### config.mk
export PLATFORM = sky130hd
export DESIGN_NAME = texel_format_to_rgba8888
export DESIGN_NICKNAME = d
export VERILOG_FILES = /design/src/design/txfmt_pkg.sv /design/src/design/texel_format_to_rgba8888.sv
export SDC_FILE = /design/constraint.sdc
export NUM_CORES = 1
export LEC_CHECK = 0
export BUFFER_PORTS_ARGS = -buffer_cell sky130_fd_sc_hd__buf_2
export CAP_MARGIN = 25
export CORE_UTILIZATION = 30
export CTS_BUF_LIST = sky130_fd_sc_hd__clkbuf_4
export CTS_CLUSTER_DIAMETER = 100
export CTS_CLUSTER_SIZE = 8
export DETAILED_ROUTE_END_ITERATION = 6
export SLEW_MARGIN = 10
export SYNTH_ARGS = -nofsm -noshare
export SYNTH_HDL_FRONTEND = slang
export SYNTH_SLANG_ARGS = --single-unit
### constraint.sdc
create_clock -name clk -period 7.9 [get_ports clk]
set_input_delay 0.395 -clock clk [delete_from_list [all_inputs] [get_ports clk]]
set_output_delay 0.395 -clock clk [all_outputs]
set_load 0.05 [all_outputs]
### src/design/txfmt_pkg.sv
// Shared types, register indexes and channel expansion tables for the
// texel format converter. No dependencies; used by the top level and its checker.
package txfmt_pkg;

	localparam int CFG_INDEX_W = 3;
	localparam int CFG_DATA_W  = 9;

	// Configuration register indexes
	localparam logic [CFG_INDEX_W-1:0] REG_TEXEL_FORMAT = 3'd0;
	localparam logic [CFG_INDEX_W-1:0] REG_RAW_LOAD     = 3'd1;
	localparam logic [CFG_INDEX_W-1:0] REG_TINT_RED     = 3'd2;
	localparam logic [CFG_INDEX_W-1:0] REG_TINT_GREEN   = 3'd3;
	localparam logic [CFG_INDEX_W-1:0] REG_TINT_BLUE    = 3'd4;
	localparam logic [CFG_INDEX_W-1:0] REG_TINT_ALPHA   = 3'd5;

	localparam logic [8:0] TINT_UNITY = 9'd256;

	// Source texel layouts
	typedef enum logic [2:0] {
		FMT_RGBA32  = 3'd0,
		FMT_RGBA16  = 3'd1,
		FMT_IA16    = 3'd2,
		FMT_IA8     = 3'd3,
		FMT_IA4     = 3'd4,
		FMT_I8      = 3'd5,
		FMT_I4      = 3'd6,
		FMT_PALETTE = 3'd7
	} fmt_e;

	typedef struct packed {
		logic [7:0] src_byte;
		logic       last_byte;
	} in_item_t;

	typedef struct packed {
		logic [7:0] red;
		logic [7:0] green;
		logic [7:0] blue;
		logic [7:0] alpha;
		logic       last_pixel;
		logic       unsupported;
	} out_item_t;

	// Untinted pixel with its end-of-texture mark
	typedef struct packed {
		logic [7:0] r;
		logic [7:0] g;
		logic [7:0] b;
		logic [7:0] a;
		logic       last;
	} pixel_t;

	// Source bytes making up one pixel
	function automatic logic [2:0] bytes_per_pixel(input fmt_e fmt);
		unique case (fmt)
			FMT_RGBA32:                 return 3'd4;
			FMT_RGBA16, FMT_IA16:       return 3'd2;
			FMT_IA8, FMT_IA4, FMT_I8,
			FMT_I4, FMT_PALETTE:        return 3'd1;
			default:                    return 3'd1;
		endcase
	endfunction

	// floor(c * 255 / 31)
	function automatic logic [7:0] expand5(input logic [4:0] c);
		unique case (c)
			5'd0:  return 8'd0;    5'd1:  return 8'd8;
			5'd2:  return 8'd16;   5'd3:  return 8'd24;
			5'd4:  return 8'd32;   5'd5:  return 8'd41;
			5'd6:  return 8'd49;   5'd7:  return 8'd57;
			5'd8:  return 8'd65;   5'd9:  return 8'd74;
			5'd10: return 8'd82;   5'd11: return 8'd90;
			5'd12: return 8'd98;   5'd13: return 8'd106;
			5'd14: return 8'd115;  5'd15: return 8'd123;
			5'd16: return 8'd131;  5'd17: return 8'd139;
			5'd18: return 8'd148;  5'd19: return 8'd156;
			5'd20: return 8'd164;  5'd21: return 8'd172;
			5'd22: return 8'd180;  5'd23: return 8'd189;
			5'd24: return 8'd197;  5'd25: return 8'd205;
			5'd26: return 8'd213;  5'd27: return 8'd222;
			5'd28: return 8'd230;  5'd29: return 8'd238;
			5'd30: return 8'd246;  5'd31: return 8'd255;
			default: return 8'd0;
		endcase
	endfunction

	// floor(c * 255 / 7)
	function automatic logic [7:0] expand3(input logic [2:0] c);
		unique case (c)
			3'd0: return 8'd0;
			3'd1: return 8'd36;
			3'd2: return 8'd72;
			3'd3: return 8'd109;
			3'd4: return 8'd145;
			3'd5: return 8'd182;
			3'd6: return 8'd218;
			3'd7: return 8'd255;
			default: return 8'd0;
		endcase
	endfunction

	// min(255, (c * f) >> 8)
	function automatic logic [7:0] apply_tint(input logic [7:0] c, input logic [8:0] f);
		logic [16:0] p;
		p = 17'(c) * 17'(f);
		return p[16] ? 8'hFF : p[15:8];
	endfunction

endpackage

### src/design/texel_format_to_rgba8888.sv
// Texel format converter: packed texture bytes in, tinted RGBA8888 pixels out.
// Depends on txfmt_pkg for payload types, format codes and expansion tables.
//
// Usage:
//   in_*   : one source byte per transfer, last_byte marks the texture end.
//   out_*  : one RGBA8888 pixel per transfer, with last_pixel and unsupported.
//   cfg_*  : register writes (format, raw copy, four Q1.8 tints); always ready.
//            Write only while no pixel is in flight. Writing the format or raw
//            register drops any partly assembled pixel.
// Latency: a byte that completes a pixel shows that pixel on out_valid in the
//   next cycle. Bytes of a multi-byte pixel are held and give no output.
// Throughput: one byte per cycle for 8/16/32-bit layouts while out_ready is
//   high; the 4-bit layouts give two pixels per byte, and the second pixel
//   waits in a pending register that holds in_ready low until it moves on.
// Reset: format rgba32, raw copy off, tints 256, no bytes held, output empty.
// Stall: while out_ready is low the pixel holds and in_ready drops, so no
//   byte is taken until the output register frees up.
module texel_format_to_rgba8888 (
	input  logic                                 clk,
	input  logic                                 arst_n,
	input  logic                                 in_valid,
	output logic                                 in_ready,
	input  txfmt_pkg::in_item_t                  in_data,
	output logic                                 out_valid,
	input  logic                                 out_ready,
	output txfmt_pkg::out_item_t                 out_data,
	input  logic                                 cfg_valid,
	output logic                                 cfg_ready,
	input  logic [txfmt_pkg::CFG_INDEX_W-1:0]    cfg_index,
	input  logic [txfmt_pkg::CFG_DATA_W-1:0]     cfg_data
);
	import txfmt_pkg::*;

	// Configuration registers
	fmt_e       fmt_q;
	logic       raw_q;
	logic [8:0] tint_r_q, tint_g_q, tint_b_q, tint_a_q;

	// Pixel assembly state
	logic [23:0] held_q;
	logic [1:0]  phase_q;

	// Output register and second pixel of a 4-bit byte
	logic      res_valid_q;
	out_item_t res_q;
	logic      pend_valid_q;
	pixel_t    pend_q;

	logic      in_xfer, out_xfer, cfg_xfer, cfg_clear;
	logic [7:0]  sb;
	logic [2:0]  need;
	logic        hold_byte, unsup, two_px, emit;
	logic [31:0] px;
	logic [3:0]  hi, lo;
	pixel_t      pix0, pix1, tin;
	out_item_t   res_d;

	assign cfg_ready = 1'b1;
	assign cfg_xfer  = cfg_valid & cfg_ready;
	assign cfg_clear = cfg_xfer &&
		(cfg_index == REG_TEXEL_FORMAT || cfg_index == REG_RAW_LOAD);

	assign in_ready  = !pend_valid_q && (!res_valid_q || out_ready);
	assign in_xfer   = in_valid & in_ready;
	assign out_valid = res_valid_q;
	assign out_data  = res_q;
	assign out_xfer  = out_valid & out_ready;

	// Byte assembly
	assign sb        = in_data.src_byte;
	assign need      = raw_q ? 3'd4 : bytes_per_pixel(fmt_q);
	assign unsup     = (fmt_q == FMT_PALETTE);
	assign hold_byte = !unsup && !in_data.last_byte && ({1'b0, phase_q} + 3'd1 < need);
	assign px        = {8'h00, held_q} | ({24'h0, sb} << {phase_q, 3'b000});
	assign hi        = sb[7:4];
	assign lo        = sb[3:0];
	assign emit      = in_xfer && !hold_byte;

	// Layout decode into up to two untinted pixels
	always_comb begin
		pix0   = '0;
		pix1   = '0;
		two_px = 1'b0;
		if (unsup) begin
			pix0.last = in_data.last_byte;
		end else if (raw_q) begin
			pix0 = '{r: px[7:0], g: px[15:8], b: px[23:16], a: px[31:24],
				last: in_data.last_byte};
		end else begin
			unique case (fmt_q)
				FMT_RGBA32, FMT_PALETTE: begin
					pix0 = '{r: px[7:0], g: px[15:8], b: px[23:16], a: px[31:24],
						last: in_data.last_byte};
				end
				FMT_RGBA16: begin
					pix0 = '{r: expand5(px[7:3]), g: expand5({px[2:0], px[15:14]}),
						b: expand5(px[13:9]), a: {8{px[8]}}, last: in_data.last_byte};
				end
				FMT_IA16: begin
					pix0 = '{r: px[7:0], g: px[7:0], b: px[7:0], a: px[15:8],
						last: in_data.last_byte};
				end
				FMT_IA8: begin
					pix0 = '{r: {hi, hi}, g: {hi, hi}, b: {hi, hi}, a: {lo, lo},
						last: in_data.last_byte};
				end
				FMT_IA4: begin
					two_px = 1'b1;
					pix0 = '{r: expand3(hi[3:1]), g: expand3(hi[3:1]), b: expand3(hi[3:1]),
						a: {8{hi[0]}}, last: 1'b0};
					pix1 = '{r: expand3(lo[3:1]), g: expand3(lo[3:1]), b: expand3(lo[3:1]),
						a: {8{lo[0]}}, last: in_data.last_byte};
				end
				FMT_I8: begin
					pix0 = '{r: sb, g: sb, b: sb, a: sb, last: in_data.last_byte};
				end
				FMT_I4: begin
					two_px = 1'b1;
					pix0 = '{r: {hi, hi}, g: {hi, hi}, b: {hi, hi}, a: {hi, hi}, last: 1'b0};
					pix1 = '{r: {lo, lo}, g: {lo, lo}, b: {lo, lo}, a: {lo, lo},
						last: in_data.last_byte};
				end
				default: begin
					pix0 = '0;
				end
			endcase
		end
	end

	// Tint stage, shared by fresh pixels and the pending second pixel
	always_comb begin
		tin = pend_valid_q ? pend_q : pix0;
		res_d.red         = apply_tint(tin.r, tint_r_q);
		res_d.green       = apply_tint(tin.g, tint_g_q);
		res_d.blue        = apply_tint(tin.b, tint_b_q);
		res_d.alpha       = apply_tint(tin.a, tint_a_q);
		res_d.last_pixel  = tin.last;
		res_d.unsupported = !pend_valid_q && unsup;
	end

	// Configuration registers and assembly state
	always_ff @(posedge clk or negedge arst_n) begin
		if (!arst_n) begin
			fmt_q    <= FMT_RGBA32;
			raw_q    <= 1'b0;
			tint_r_q <= TINT_UNITY;
			tint_g_q <= TINT_UNITY;
			tint_b_q <= TINT_UNITY;
			tint_a_q <= TINT_UNITY;
			held_q   <= '0;
			phase_q  <= '0;
		end else begin
			if (cfg_xfer) begin
				unique case (cfg_index)
					REG_TEXEL_FORMAT: fmt_q    <= fmt_e'(cfg_data[2:0]);
					REG_RAW_LOAD:     raw_q    <= cfg_data[0];
					REG_TINT_RED:     tint_r_q <= cfg_data;
					REG_TINT_GREEN:   tint_g_q <= cfg_data;
					REG_TINT_BLUE:    tint_b_q <= cfg_data;
					REG_TINT_ALPHA:   tint_a_q <= cfg_data;
					default: ;
				endcase
			end
			if (cfg_clear) begin
				held_q  <= '0;
				phase_q <= '0;
			end else if (in_xfer) begin
				if (hold_byte) begin
					held_q  <= px[23:0];
					phase_q <= phase_q + 2'd1;
				end else begin
					held_q  <= '0;
					phase_q <= '0;
				end
			end
		end
	end

	// Output register and pending pixel
	always_ff @(posedge clk or negedge arst_n) begin
		if (!arst_n) begin
			res_valid_q  <= 1'b0;
			pend_valid_q <= 1'b0;
		end else begin
			if (pend_valid_q && out_xfer) begin
				pend_valid_q <= 1'b0;
			end else if (emit) begin
				res_valid_q  <= 1'b1;
				pend_valid_q <= two_px;
			end else if (out_xfer) begin
				res_valid_q <= 1'b0;
			end
		end
	end

	// Payload registers, no reset
	always_ff @(posedge clk) begin
		if ((pend_valid_q && out_xfer) || emit) begin
			res_q <= res_d;
		end
		if (emit && two_px) begin
			pend_q <= pix1;
		end
	end

endmodule

Yosys cells after proc, flatten, opt, wreduce, memory -nomap -nowiden

Memories as Yosys holds them, arrays and structs flattened.
Cells that the tools add are included.

Add/subtract/negate cells: 2
Multiply operators: 4
Div/mod/pow operators: 0
Magnitude comparators: 1
Eq/ne operators: 12
Shift-type cells: 1
Multiplexer cells: 20
Bitwise gates (word level): 4
Reduce and logical (&&, ||, !) cells: 31

Operator list:

| cell                                           | number |
|---|---|
| case mux 33 bit (7 select lines)               | 1 |
| two-way mux 24 bit                             | 3 |
| multiplier 8 x 9 -> 17 bit                     | 4 |
| two-way mux 33 bit                             | 2 |
| case mux 33 bit (2 select lines)               | 1 |
| two-way mux 32 bit                             | 1 |
| bitwise OR 24 x 32 -> 32 bit                   | 1 |
| << shifter 8 x 5 -> 32 bit                     | 1 |
| == test 3 bit (second input constant)          | 6 |
| AND reduction 2 bit                            | 7 |
| == test 3 x 2 -> 1 bit (second input constant) | 4 |
| logical AND 1 bit                              | 8 |
| two-way mux 1 bit                              | 8 |
| == test 3 x 1 -> 1 bit (second input constant) | 2 |
| zero test 3 bit                                | 2 |
| two-way mux 2 bit                              | 3 |
| nonzero test 2 bit                             | 3 |
| OR reduction 2 bit                             | 3 |
| zero test 1 bit                                | 5 |
| adder 2 x 1 -> 3 bit (second input constant)   | 1 |
| logical OR 1 bit                               | 3 |
| less-than comparator 3 bit                     | 1 |
| two-way mux 3 bit                              | 1 |
| adder 2 x 1 -> 2 bit (second input constant)   | 1 |
| 2 further kinds                                | 3 |

Register bits: 135
Latch bits: 0
Bits in writable memories: 0
Memory bits (read-only): 1,176
Bits of input ports: 26
Output and inout bits: 37
Logic and storage cells: 106
Memories: 10

Memories:

| memory          | words | width | rd ports | clocked after Yosys merged registers in | wr ports | line            | text |
|---|---|---|---|---|---|---|---|
| (no name shown) | 32    | 8     | 1        | 0                                       | 0        | txfmt_pkg.sv:66 | `unique case (c)` |
| (no name shown) | 32    | 8     | 1        | 0                                       | 0        | txfmt_pkg.sv:66 |  |
| (no name shown) | 32    | 8     | 1        | 0                                       | 0        | txfmt_pkg.sv:66 |  |
| (no name shown) | 8     | 8     | 1        | 0                                       | 0        | txfmt_pkg.sv:89 | `unique case (c)` |
| (no name shown) | 8     | 8     | 1        | 0                                       | 0        | txfmt_pkg.sv:89 |  |
| (no name shown) | 8     | 8     | 1        | 0                                       | 0        | txfmt_pkg.sv:89 |  |
| +4 memories     | --    | --    | --       | --                                      | --       | --              |  |

Logic depth before layout (Yosys ltp)

Depth after elaboration: 8
Depth in mapped cells: 29
Depth with buffers taken out: 28

Least setup slack after synthesis

No wires, ideal clock.

Kind: reg2reg
Start point: reg fmt_q[1]
End point: reg res_q (netlist bit out_data[4]) (data pin)
Library setup time: 0.260 ns
Data arrival time: 6.233 ns
Data required time: 7.640 ns
Path slack: 1.407 ns
Cell stages (with the launch flop): 26
Path buffers: 1
Period minus slack after synthesis: 6.493 ns
Cell sequence: dfrtp_1 -> inv_1 -> ha_1 -> nor2_1 -> a31o_2 -> clkbuf_1 -> nor3_1 -> o21ai_0 -> a211oi_1 -> o31ai_1 -> and2_1 -> fa_1 -> fa_1 -> fa_1 -> inv_1 -> fa_1 -> inv_1 -> ha_1 -> a21o_1 -> a211oi_1 -> nand2_1 -> o21ai_0 -> a211oi_1 -> a2111oi_0 -> a211oi_2 -> o21bai_1

Longest elaborated chain between the ends: 7
Elaborated cells on any way between the ends: 14
Those cells by class: 1 x mul; 7 x eq/ne; 4 x mux; 2 x reduce/logical

Ends and longest elaborated chain:

| element                                          | line                                                           | text |
|---|---|---|
| start: declaration                               | texel_format_to_rgba8888.sv:35                                 | `fmt_e fmt_q;` |
| start signal: assignment                         | texel_format_to_rgba8888.sv:155                                | `REG_TEXEL_FORMAT: fmt_q <= fmt_e'(cfg_data[2:0]);` |
| == test 3 bit or zero test 3 bit (tied branches) | texel_format_to_rgba8888.sv:72, texel_format_to_rgba8888.sv:90 |  |
| OR reduction 2 bit                               | texel_format_to_rgba8888.sv:90                                 | `unique case (fmt_q)` |
| case mux 33 bit (7 select lines)                 | texel_format_to_rgba8888.sv:90                                 |  |
| two-way mux 33 bit                               | texel_format_to_rgba8888.sv:86                                 | `end else if (raw_q) begin` |
| two-way mux 32 bit (*)                           | texel_format_to_rgba8888.sv:84                                 | `if (unsup) begin` |
| two-way mux 33 bit (*)                           | texel_format_to_rgba8888.sv:132                                | `tin = pend_valid_q ? pend_q : pix0;` |
| multiplier 8 x 9 -> 17 bit (*)                   | txfmt_pkg.sv:105                                               | `p = 17'(c) * 17'(f);` |
| end signal: assignment                           | texel_format_to_rgba8888.sv:199                                | `res_q <= res_d;` |
| end: declaration                                 | texel_format_to_rgba8888.sv:45                                 | `out_item_t res_q;` |

Every way passes the cells marked *; elsewhere a longest branch is shown, timed or not.
A chain may end at the register's enable or synchronous reset.

Worst setup path after layout

Start point: reg fmt_q[1]
End point: reg res_q (netlist bit out_data[17]) (data pin)

The elaborated chain is that of the path after synthesis.

==> metrics.csv <==
metric,value,unit
Port Buf Inserts,61,
Residual DRC,0,
antenna violations before repair,5,
starting density of the core,30.55,%
largest family of logic cells by synthesized area,adder cells,
First DRT Iteration DRCs,815,
clock buffer count from CTS,17,
DR vias/cell,4.905,
Worst-Skew Late Latency,0.66,ns
register area share after synthesis,20.72,%
CTS HTree Levels,4,
grt total ovfl,0,
synthesized instance count,1656,
post-synthesis cell area,0.01505,mm^2
largest net degree at the start of global routing,69,
layer with the highest usage,met2,
GRT Util Overall,16.76,%
fill cell count,5147,
first-pass GRT wire length,67030,um
Clock Tree Buf Depth,2,
Slowest cell on crit path,a31o_2,
Max Clock Skew,0.03729,ns
Synth warnings,0,
Simple-Gate Fraction of Synth Area,19.55,%
Syn Area/Cell,9.086,um^2
XOR/XNOR share of the synthesized area,1.514,%
vias in the first global route,12420,
Crit. End Element,flip-flop,
DP Worst Slack,0.4216,ns
CTS tree,built,
RSZ-0062 raised after global routing,no,
Most Frequent Cell on Critical Path,inv_1,
Buf/Inv on CP,5,
# Max-Cap Violations,0,
Core Box Area,0.04925,mm^2
met1 usage,22.10,%
number of flops mapped to enable cells by yosys,47,
critical path's top delay family,adder cells,
via count,11830,
final wirelength,40420,um
HPWL after DPL,32490,um
die area,0.05105,mm^2
clock transition at the registers of the reported paths,0.15,ns
TNS Setup,0,ns
Final period util,92.50,%
# IOs,63,
HP Class,in2reg,
CTS root buf,clkbuf_4,
Setup WS post-layout,0.5929,ns
post-synthesis mux area share,2.470,%
Post-Synth Adder-Cell Area,34.25,%
Final Hold Violating Endpoints,0,
fin nets,2065,
post-synthesis compound-gate area fraction,14.29,%
Slew headroom,37.35,%
Detail Route Antenna Nets,0,
CP Class,reg2reg,
"Max FO, Critical Path",25,
outcome,completed,
f_max,0.1369,GHz
min Tclk post-route,7.307,ns
post-synth cell types,93,
Area growth syn-to-layout,10.53,%
"FF+latch count, synth",115,
Most used DFF post-synth,dfrtp_1,
Setup Viol. Count Final,0,
Worst-Margin Slew,0.9336,ns
sequential cell area,0.003118,mm^2
Die Y,225.9,um
Rows,81,
Worst Hold Slack,0.04629,ns
drt wl/cell,16.76,um
Crit path required time,8.30,ns
layout cells sized above 1,11.14,%
Critical Path AT,7.70,ns
ys async rst share,59.13,%
DRT Pass-1 Iters,5,
startpoint types,flip-flop,
Final Max Slew Viols,0,
Die W,225.9,um
clock sinks,115,
Post-Syn Nets,1993,
global routing usage on met2,28.30,%
global routing usage on met3,2.459,%
GP Congestion,0.8694,
area of the multi-input gates,0.01087,mm^2
slowest cell delay on critical path,0.60,ns
Yosys cell counts (4+ instances only):
cell type / number / area [um^2]
nand2b_1: 27 / 168.9
dfrtp_1: 64 / 1602
clkbuf_1: 31 / 116.4
or2_2: 4 / 25.02
a21oi_2: 4 / 35.03
o21ai_1: 23 / 115.1
mux2_2: 30 / 337.8
inv_1: 240 / 900.9
o22ai_1: 5 / 31.28
o21ai_0: 70 / 350.3
nor2_1: 81 / 304.0
a211oi_1: 10 / 75.07
edfxtp_1: 47 / 1411
a21o_1: 8 / 60.06
xnor2_1: 17 / 148.9
xor2_1: 9 / 78.83
nor2b_1: 36 / 225.2
or3_1: 5 / 31.28
and3_1: 8 / 50.05
and2_1: 181 / 1132
a21oi_1: 107 / 535.5
nor3b_1: 5 / 37.54
fa_1: 164 / 3283
a31oi_1: 9 / 56.30
dfstp_2: 4 / 105.1
nor4_1: 4 / 25.02
buf_2: 5 / 25.02
o21a_1: 7 / 52.55
o21bai_1: 6 / 45.04
nand4_1: 4 / 25.02
nand3_1: 15 / 75.07
a22o_1: 6 / 52.55
o211ai_1: 6 / 45.04
o31ai_1: 6 / 45.04
a221oi_1: 8 / 70.07
nand2_1: 147 / 551.8
ha_1: 147 / 1839
a21boi_1: 6 / 45.04
nor3_1: 12 / 60.06
metrics by stage:
| step | instance area (um^2) | cells | util, % |
|---|---|---|---|
| final | 16630 | 2411 | 33.76 |
| after global routing | 16620 | 2406 | 33.74 |
| after CTS | 16570 | 2402 | 33.64 |
| after detailed placement | 16260 | 2369 | 33.00 |
| after global placement | 16230 | 2367 | 32.95 |
| after floorplan | 15050 | 1656 | - |
metal layers:
layer	wire length [um]	up-vias
met5	8	-
met4	815	2
met3	1725	53
met2	19340	282
met1	18530	5827
li1	-	5661
layout by cell type (no fill, tap or decap), types with 6 or more instances in the layout:
| master | instances |
|---|---|
| ha_1 | 147 |
| buf_2 | 61 |
| diode_2 | 6 |
| and3_1 | 8 |
| o21bai_1 | 6 |
| inv_1 | 240 |
| a21boi_1 | 6 |
| clkbuf_4 | 18 |
| a31oi_1 | 9 |
| nor2_1 | 81 |
| nand2_1 | 146 |
| o21a_1 | 7 |
| fa_1 | 164 |
| a221oi_1 | 8 |
| o21ai_1 | 23 |
| a211oi_1 | 10 |
| and2_1 | 181 |
| nor2b_1 | 36 |
| mux2_2 | 30 |
| nand3_1 | 15 |
| edfxtp_1 | 47 |
| buf_4 | 30 |
| dfrtp_1 | 64 |
| o21ai_0 | 70 |
| nand2b_1 | 27 |
| a22o_1 | 6 |
| a21oi_1 | 107 |
| xnor2_1 | 17 |
| nor3_1 | 12 |
| xor2_1 | 9 |
| a21o_1 | 8 |
| o211ai_1 | 6 |
path summary, 6_finish.rpt:
kind,from,endpoint,slack [ns],cells after the start
worst min register to register,held_q[16],held_q[16],0.52,2
max in group asynchronous,arst_n,tint_r_q[8],7.10,4
worst max register to register,fmt_q[1],out_data[17],0.59,25
worst max-delay path,fmt_q[1],out_data[17],0.59,25
min in group asynchronous,arst_n,held_q[5],0.17,3
worst min-delay path,out_ready,pend_valid_q,0.05,3
kinds of logic (layout without fill, tap and decap cells):
logic type,count (synthesis),in the layout
compound gates,331,331
xor+xnor,26,26
fa+ha+maj,314,314
buf+inv,282,367
flops,115,115
mux,33,33
other cells,1,7
simple gates,554,554
tightest hold or removal path: cells and delay by family:
kind | cells | cell delay, ns
buf+inv | 1 | 0.11
simple gates | 1 | 0.06
compound gates | 1 | 0.11
final cells by class:
type | instances | share of cell area (%)
clock inverter | 15 | 1.046
sequential | 115 | 18.75
tap | 664 | 4.996
clock buffer | 17 | 0.7674
multi-input combinational | 1259 | 65.35
antenna | 6 | 0.09029
inverter | 240 | 5.417
timing repair buffer | 95 | 3.581
state kept, by name (all words and copies together) (netlist names):
signal / cells
fmt_q: 3
held_q: 24
out_data: 34
out_valid: 1
pend_q: 13
pend_valid_q: 1
phase_q: 2
raw_q: 1
tint_a_q: 9
tint_b_q: 9
tint_g_q: 9
tint_r_q: 9
repair_timing:
| action | CTS | global route |
|---|---|---|
| resized for setup | 0 | 1 |
| setup endpoints to repair | 0 | 8 |
| hold endpoints to repair | 64 | 0 |
| buffers inserted | 0 | 0 |
| hold buffers | 1 | 0 |
Power is not shown: default switching activity piles up to over one toggle a cycle in this logic, so the estimate is an artifact.
